<file path="src/sv/midi_cc_to_sysex_mapper_top_macros.svh">
// -----------------------------------------------------------------------------
// MIDI CC mapper assertion macros
// Shorthands for the concurrent checks in the mapper's modules. Each use
// expects a clock named clk and a synchronous reset named rst in scope.
// -----------------------------------------------------------------------------
`ifndef MIDI_CC_TO_SYSEX_MAPPER_TOP_MACROS_SVH
`define MIDI_CC_TO_SYSEX_MAPPER_TOP_MACROS_SVH

// Condition holds in the same cycle as the trigger.
`define MCSM_ASSERT_IMP(lbl, ante, cons, msg) \
  lbl: assert property (@(posedge clk) disable iff (rst) (ante) |-> (cons)) \
    else $error(msg);

// Condition holds in the cycle after the trigger.
`define MCSM_ASSERT_NXT(lbl, ante, cons, msg) \
  lbl: assert property (@(posedge clk) disable iff (rst) (ante) |=> (cons)) \
    else $error(msg);

`endif

</file>
<file path="src/sv/mcsm_pkg.sv">
// -----------------------------------------------------------------------------
// MIDI CC mapper package
// Widths, message bytes, codes and the command and status bundles shared by
// the controller and the datapath.
// -----------------------------------------------------------------------------
package mcsm_pkg;

  // Default table geometry
  localparam int CONTROLLER_COUNT_DEF = 256;
  localparam int PAGE_SLOTS_DEF       = 8;

  // Field and port widths
  localparam int BYTE_W      = 8;
  localparam int ACTION_W    = 2;
  localparam int PAGE_W      = 3;
  localparam int CHAN_W      = 4;
  localparam int PCOUNT_W    = 4;
  localparam int CFG_INDEX_W = 1;
  localparam int IN_DATA_W   = 32;
  localparam int OUT_DATA_W  = 8;
  localparam int EMIT_IDX_W  = 3;
  localparam int DIVISOR_W   = 7;
  localparam int THRESH_W    = 10;
  localparam int PROD_W      = 16;
  localparam int QUO_W       = 10;
  localparam int SCALED_W    = 26;

  // Division of the scaled value by 127: reciprocal 516 / 2^16, then one correction
  localparam logic [QUO_W-1:0]  RECIP_127   = 10'd516;
  localparam int                RECIP_SHIFT = 16;
  localparam logic [PROD_W-1:0] VALUE_FULL  = 16'd127;

  // Message bytes
  localparam logic [BYTE_W-1:0] CC_STATUS      = 8'hB0;
  localparam logic [BYTE_W-1:0] MAP_PAGE       = 8'hFF;
  localparam logic [BYTE_W-1:0] MAP_SAVE       = 8'hFE;
  localparam logic [BYTE_W-1:0] MAP_THRU       = 8'hFD;
  localparam logic [BYTE_W-1:0] PARAM_BANK_BIT = 8'h80;
  localparam logic [BYTE_W-1:0] SYX_GROUP_HI   = 8'h13;
  localparam logic [BYTE_W-1:0] SYX_GROUP_LO   = 8'h12;
  localparam logic [BYTE_W-1:0] SYX_START      = 8'hF0;
  localparam logic [BYTE_W-1:0] SYX_MAKER      = 8'h43;
  localparam logic [BYTE_W-1:0] SYX_CHAN       = 8'h10;
  localparam logic [BYTE_W-1:0] SYX_END        = 8'hF7;
  localparam logic [BYTE_W-1:0] MASK_RESET     = 8'h7F;
  localparam logic [BYTE_W-1:0] MAP_RESET      = MAP_THRU;

  // Item kinds
  localparam logic [ACTION_W-1:0] ACT_MIDI = 2'd0;
  localparam logic [ACTION_W-1:0] ACT_MAP  = 2'd1;
  localparam logic [ACTION_W-1:0] ACT_MASK = 2'd2;

  // Configuration register indexes
  localparam logic [CFG_INDEX_W-1:0] CFG_MIDI_CHANNEL = 1'd0;
  localparam logic [CFG_INDEX_W-1:0] CFG_PAGE_COUNT   = 1'd1;

  localparam logic [CHAN_W-1:0]   MIDI_CHANNEL_RESET = 4'd0;
  localparam logic [PCOUNT_W-1:0] PAGE_COUNT_RESET   = 4'd3;

  // Kind of message being sent out
  typedef enum logic [1:0] {
    EMIT_PASS,
    EMIT_CC,
    EMIT_SYSEX
  } emit_kind_t;

  // Meaning of a map table entry
  typedef enum logic [1:0] {
    MAP_KIND_PAGE,
    MAP_KIND_SAVE,
    MAP_KIND_THRU,
    MAP_KIND_PARAM
  } map_kind_t;

  // Controller to datapath
  typedef struct packed {
    logic                  latch_in;
    logic                  clear_step;
    logic                  wr_map;
    logic                  wr_mask;
    logic                  hold_ctrl;
    logic                  latch_lookup;
    logic                  set_page;
    logic                  out_load;
    emit_kind_t            out_kind;
    logic [EMIT_IDX_W-1:0] out_idx;
    logic                  out_last;
  } cmd_t;

  // Datapath to controller
  typedef struct packed {
    logic [ACTION_W-1:0] action;
    logic                byte_is_status;
    logic                page_ok;
    map_kind_t           map_kind;
    logic                clear_last;
  } status_t;

  // Number of bytes in each outgoing message
  function automatic logic [EMIT_IDX_W-1:0] emit_count(input emit_kind_t kind);
    logic [EMIT_IDX_W-1:0] n;
    case (kind)
      EMIT_PASS:  n = 3'd1;
      EMIT_CC:    n = 3'd3;
      EMIT_SYSEX: n = 3'd7;
      default:    n = 3'd1;
    endcase
    return n;
  endfunction

  // Page slot width 127 / page_count, a page count of zero counting as one
  function automatic logic [DIVISOR_W-1:0] page_divisor(input logic [PCOUNT_W-1:0] pc);
    logic [DIVISOR_W-1:0] d;
    case (pc)
      4'd0:    d = 7'd127;
      4'd1:    d = 7'd127;
      4'd2:    d = 7'd63;
      4'd3:    d = 7'd42;
      4'd4:    d = 7'd31;
      4'd5:    d = 7'd25;
      4'd6:    d = 7'd21;
      4'd7:    d = 7'd18;
      4'd8:    d = 7'd15;
      4'd9:    d = 7'd14;
      4'd10:   d = 7'd12;
      4'd11:   d = 7'd11;
      4'd12:   d = 7'd10;
      4'd13:   d = 7'd9;
      4'd14:   d = 7'd9;
      4'd15:   d = 7'd8;
      default: d = 7'd127;
    endcase
    return d;
  endfunction

endpackage

</file>
<file path="src/sv/mcsm_ctrl.sv">
// -----------------------------------------------------------------------------
// MIDI CC mapper controller
// Sequences the clearing pass, item decode, table lookup and byte emission,
// and tracks where the MIDI parser stands within a control-change message.
// -----------------------------------------------------------------------------
`include "midi_cc_to_sysex_mapper_top_macros.svh"

module mcsm_ctrl (
  input  logic              clk,
  input  logic              rst,
  input  logic              s_axis_tvalid,
  output logic              s_axis_tready,
  output logic              m_axis_tvalid,
  input  logic              m_axis_tready,
  input  mcsm_pkg::status_t status,
  output mcsm_pkg::cmd_t    cmd
);

  import mcsm_pkg::*;

  typedef enum logic [2:0] {
    ST_CLEAR,
    ST_IDLE,
    ST_DECODE,
    ST_LOOKUP,
    ST_EMIT
  } state_t;

  typedef enum logic [1:0] {
    PH_STATUS,
    PH_CTRL,
    PH_VALUE
  } phase_t;

  state_t                state;
  state_t                state_next;
  phase_t                phase;
  phase_t                phase_next;
  emit_kind_t            emit_kind;
  emit_kind_t            emit_kind_next;
  logic [EMIT_IDX_W-1:0] emit_idx;
  logic [EMIT_IDX_W-1:0] emit_idx_next;
  logic                  out_valid;
  logic                  out_valid_next;

  // Next state and commands
  always_comb begin
    state_next     = state;
    phase_next     = phase;
    emit_kind_next = emit_kind;
    emit_idx_next  = emit_idx;
    out_valid_next = out_valid && !m_axis_tready;
    cmd            = '0;
    cmd.out_kind   = emit_kind;
    cmd.out_idx    = emit_idx;
    cmd.out_last   = (emit_idx == emit_count(emit_kind) - 3'd1);

    case (state)
      ST_CLEAR: begin
        cmd.clear_step = 1'b1;
        if (status.clear_last) begin
          state_next = ST_IDLE;
        end
      end

      ST_IDLE: begin
        if (s_axis_tvalid) begin
          cmd.latch_in = 1'b1;
          state_next   = ST_DECODE;
        end
      end

      ST_DECODE: begin
        state_next = ST_IDLE;
        case (status.action)
          ACT_MAP:  cmd.wr_map  = status.page_ok;
          ACT_MASK: cmd.wr_mask = status.page_ok;
          ACT_MIDI: begin
            case (phase)
              PH_STATUS: begin
                if (status.byte_is_status) begin
                  phase_next = PH_CTRL;
                end else begin
                  emit_kind_next = EMIT_PASS;
                  emit_idx_next  = '0;
                  state_next     = ST_EMIT;
                end
              end
              PH_CTRL: begin
                cmd.hold_ctrl = 1'b1;
                phase_next    = PH_VALUE;
              end
              PH_VALUE: begin
                phase_next = PH_STATUS;
                state_next = ST_LOOKUP;
              end
              default: phase_next = PH_STATUS;
            endcase
          end
          default: ;
        endcase
      end

      ST_LOOKUP: begin
        cmd.latch_lookup = 1'b1;
        state_next       = ST_IDLE;
        case (status.map_kind)
          MAP_KIND_PAGE: cmd.set_page = 1'b1;
          MAP_KIND_SAVE: ;
          MAP_KIND_THRU: begin
            emit_kind_next = EMIT_CC;
            emit_idx_next  = '0;
            state_next     = ST_EMIT;
          end
          MAP_KIND_PARAM: begin
            emit_kind_next = EMIT_SYSEX;
            emit_idx_next  = '0;
            state_next     = ST_EMIT;
          end
          default: ;
        endcase
      end

      ST_EMIT: begin
        // One byte per cycle whenever the output register is free
        if (!out_valid || m_axis_tready) begin
          cmd.out_load   = 1'b1;
          out_valid_next = 1'b1;
          if (cmd.out_last) begin
            state_next = ST_IDLE;
          end else begin
            emit_idx_next = emit_idx + 3'd1;
          end
        end
      end

      default: state_next = ST_IDLE;
    endcase
  end

  // State and registered outputs
  always_ff @(posedge clk) begin
    if (rst) begin
      state     <= ST_CLEAR;
      phase     <= PH_STATUS;
      emit_kind <= EMIT_PASS;
      emit_idx  <= '0;
      out_valid <= 1'b0;
    end else begin
      state     <= state_next;
      phase     <= phase_next;
      emit_kind <= emit_kind_next;
      emit_idx  <= emit_idx_next;
      out_valid <= out_valid_next;
    end
  end

  assign s_axis_tready = (state == ST_IDLE);
  assign m_axis_tvalid = out_valid;

  // Checks
  `MCSM_ASSERT_IMP(a_no_overwrite, cmd.out_load, !out_valid || m_axis_tready,
                   "result beat overwritten before it was taken")
  `MCSM_ASSERT_IMP(a_idx_in_range, state == ST_EMIT, emit_idx < emit_count(emit_kind),
                   "emit index beyond message length")
  `MCSM_ASSERT_NXT(a_last_frees, cmd.out_load && cmd.out_last, state == ST_IDLE,
                   "controller did not return to idle after the final beat")
  `MCSM_ASSERT_IMP(a_clear_blocks, state == ST_CLEAR, !s_axis_tready,
                   "item accepted during the table clearing pass")

endmodule
</file>
<file path="config.mk">
export PLATFORM = sky130hd
export DESIGN_NAME = mcsm_ctrl
export DESIGN_NICKNAME = d
export VERILOG_FILES = /design/src/sv/mcsm_pkg.sv /design/src/sv/mcsm_ctrl.sv
export VERILOG_INCLUDE_DIRS = /design/src /design/src/sv
export SDC_FILE = /design/constraint.sdc
export NUM_CORES = 1
export LEC_CHECK = 0
export BUFFER_PORTS_ARGS = -buffer_cell sky130_fd_sc_hd__buf_2
export CAP_MARGIN = 15
export CORE_AREA = 4 4 44 46
export DETAILED_ROUTE_END_ITERATION = 7
export DIE_AREA = 0 0 48 50
export GPL_TIMING_DRIVEN = 0
export PLACE_DENSITY = 0.71
export SLEW_MARGIN = 20
export SYNTH_ARGS = -nofsm -noshare
export SYNTH_HDL_FRONTEND = slang
export SYNTH_SLANG_ARGS = --single-unit
</file>
<file path="constraint.sdc">
create_clock -name clk -period 2.1 [get_ports clk]
set_input_delay 0.21 -clock clk [delete_from_list [all_inputs] [get_ports clk]]
set_output_delay 0.21 -clock clk [all_outputs]
set_load 0.02 [all_outputs]
</file>
==> reports/results.ini <==
[power]
power_density_mw_per_mm2 = 512
p_sw_share_pct = 26.6
p_clk_share_pct = 33.7
finalPower_w = 0.000424
pwr-share-comb_pct = 15.4
sequentialPowerShare_pct = 50.9
peakVddDrop_v = 0.000328
cellLeakagePower_nw = 0.381
p_sw_w = 0.000113
p_int_w = 0.000311

[critical_path]
critPathSlowestCell = or3_4
endpoint_kind = output port
start_kind = register
crit_arrival_ns = 1.75
path_class = register to output port
crit_buf_inv = 3
crit_path_cell_trace = inv_1, ha_1, xnor2_1, or3_4, inv_2, buf_2
critPathMaxStageDelay_ns = 0.39
crit_required_ns = 1.89
path_max_fanout = 6
cpLargestDelayFamily = simple AND/OR/NAND/NOR gates

[synth]
netlist_area_um2 = 656
synth_warnings = 0
yosysUniqueCellTypes = 36
netlist_instances = 79
synth_top_area_cell = dfxtp_1
synth_area_leaders = dfxtp_1 34%, a21oi_1 6.1%, nand2_1 4.6%
yosys_most_used_dff = dfxtp_1
yosysSeqAreaShare_pct = 33.6
postSynth.asyncResetShare_pct = 0
syn_area_per_cell_um2 = 8.30
syn_nets = 92
synth-seq-cells = 11
yosys.area.top_type_share_pct = 33.6
synth_edf_count = 0

[run]
cap_violations = 0

[global_route]
grt_pass1_wl_mm = 2.48
grt_pass1_vias = 590
grt_usage_pct = 14.3
antenna_found_initial = 0
grt_max_degree = 11
overflow = 0

[timing]
finalCritPeriodShare_pct = 93.3
hold_viol_final = 0
timing.setup.tns_ns = 0
finalSetupViolations = 0
min_period_ns = 1.96
tightestPinTransition_ns = 0.578
rsz0062_at_grt = false
clock_skew_ns = 0.00387
fmax_mhz = 510
maxSlewHeadroom_pct = 61.3
finalMaxSlewViolations = 0

[routing]
final_antenna_net_count = 0
dr_wl_met2_um = 782
vias = 696
via_per_inst = 5.61
drtPass1Iterations = 6
drtIter0Drc = 10
wl_met3_um = 123
wl_per_cell_um = 12.9
wl_mm = 1.60
drc_errors = 0
met1_length_um = 689
dr.max_layer_used = met3

[die]
die_area_mm2 = 0.00240
initial_core_util_pct = 43.5
die_x_um = 48
die_h_um = 50
ios = 27
core_mm2 = 0.00151
rows = 14

[clocking]
clk-insertion-delay-late_ns = 0.27
cts_tree = yes
numCtsBuffers = 3
ctsHoldBuffers = 0
clock_sinks = 11
clk_path_buf_depth = 2
path_clk_slew_ns = 0.07
root_buffer = clkbuf_4
htreeDepth = 1

[layout]
layout.nets = 122
syn_to_final_growth_pct = 26.1
drive_gt1_share_pct = 32.4
instances_no_fill = 124
fin_area_um2 = 827
antenna_cells = 0

[placed_design]
placed_cells = 120
dp_hpwl_mm = 1.25
post_dp_cell_area_um2 = 801
port_buffers = 25
place_congestion = 0.749

[min_path]
hp-class = input port to register

[status]
status = completed

cell type report:
cell class | count | area, um^2
fillers | 159 | 679
multi-input cells | 59 | 400
flip-flops and latches | 11 | 220
repair buffers | 25 | 125
clock buffers | 4 | 26.3
inverters | 6 | 22.5
well taps | 16 | 20.0
plain buffers | 3 | 12.5
cells in the mapped netlist, types with 2 or more instances:
library cell	instances
nand2_1	8
nand4b_1	2
nor2_1	5
nor3_1	2
ha_1	2
o311ai_0	2
nor3b_1	4
dfxtp_1	11
nand3b_1	2
and2_1	2
a22oi_1	2
a21oi_1	8
inv_1	6
routing by layer:
layer / GRT usage (%) / vias to the layer above
met5: 0 / -
met3: 6.55 / 0
met4: 2.69 / 0
li1: - / 346
met2: 22.5 / 25
met1: 17.5 / 325
power by group through the flow:
stage	sequential [W]	clock, W	combinational (W)
after global routing	0.000216	0.000163	0.0000710
after floorplan	0.000220	0	0.0000396
after CTS	0.000216	0.000150	0.0000648
final	0.000216	0.000143	0.0000651
after global placement	0.000220	0	0.0000636
after detailed placement	0.000220	0	0.0000646
placed cells by master, fill, tap and decap left out:
cell       netlist  final
inv_2            0      1
clkbuf_4         0      3
clkbuf_1         1      2
nor3_1           2      2
nand2_1          8      8
o21a_1           1      1
a31oi_1          1      1
nand2b_1         1      1
xnor2_1          1      1
clkbuf_2         1      1
or3_4            1      1
mux2_2           1      1
inv_1            6      5
nand3b_1         2      2
nand4b_1         2      2
or3b_1           1      1
or4b_1           1      1
xor2_1           1      1
and3_1           1      1
nor2_1           5      5
nor4_1           1      1
dfxtp_1         11     11
a21oi_1          8      8
a22oi_1          2      2
nor2b_1          1      1
buf_2            0     25
buf_1            1      1
and2b_2          1      1
o311ai_0         2      2
ha_1             2      2
and2_1           2      2
nor3b_1          4      4
a41o_1           1      1
and4_1           1      1
o211ai_1         1      1
a21o_2           1      1
a2111oi_0        1      1
and4b_2          1      1
or4_1            1      1
per-stage QoR:
| step | utilization [%] | hold slack [ns] | worst slack (ns) |
|---|---|---|---|
| after floorplan | - | 0.373 | 0.0954 |
| after global placement | 53.2 | 0.477 | 0.267 |
| after detailed placement | 53.2 | 0.480 | 0.211 |
| after CTS | 54.9 | 0.220 | 0.0602 |
| after global routing | 54.9 | 0.230 | 0.0572 |
| final | 54.9 | 0.220 | 0.140 |
final timing paths:
check                    start            to  slack (ns)  cells past startpoint
hold reg to reg       phase[0]      phase[0]        0.48                      2
setup reg to reg  emit_kind[0]      state[0]        0.28                      7
setup / recovery  emit_kind[0]        cmd[0]        0.14                      6
hold / removal       status[1]  emit_kind[1]        0.22                      3
worst reg2reg max path: stages (launching register included):
cell,delay (ns)
dfxtp_1,0.35
inv_1,0.05
ha_1,0.30
xnor2_1,0.12
or3_4,0.39
inv_2,0.10
a21oi_1,0.08
a2111oi_0,0.32
repair_timing:
item,4_1_cts,5_1_grt
endpoints found under the setup margin,0,1
setup buffers,0,0
gates resized for setup,0,1
cells by family (layout without fill, tap and decap cells):
group | Yosys count | count (layout) | synth area share (%)
and+or+nand+nor | 36 | 36 | 34.4
muxes | 1 | 1 | 1.72
buffers and inverters | 9 | 38 | 5.34
adders and majority gates | 2 | 2 | 3.82
xor gates and xnor gates | 2 | 2 | 2.67
AOI/OAI and AO/OA | 18 | 18 | 18.5
DFF | 11 | 11 | 33.6
sequential cells by signal, summed over array words and instances, names as in the netlist:
register       flops
state              3
emit_kind          2
m_axis_tvalid      1
emit_idx           3
phase              2
Power figures use the tool's default switching activity.
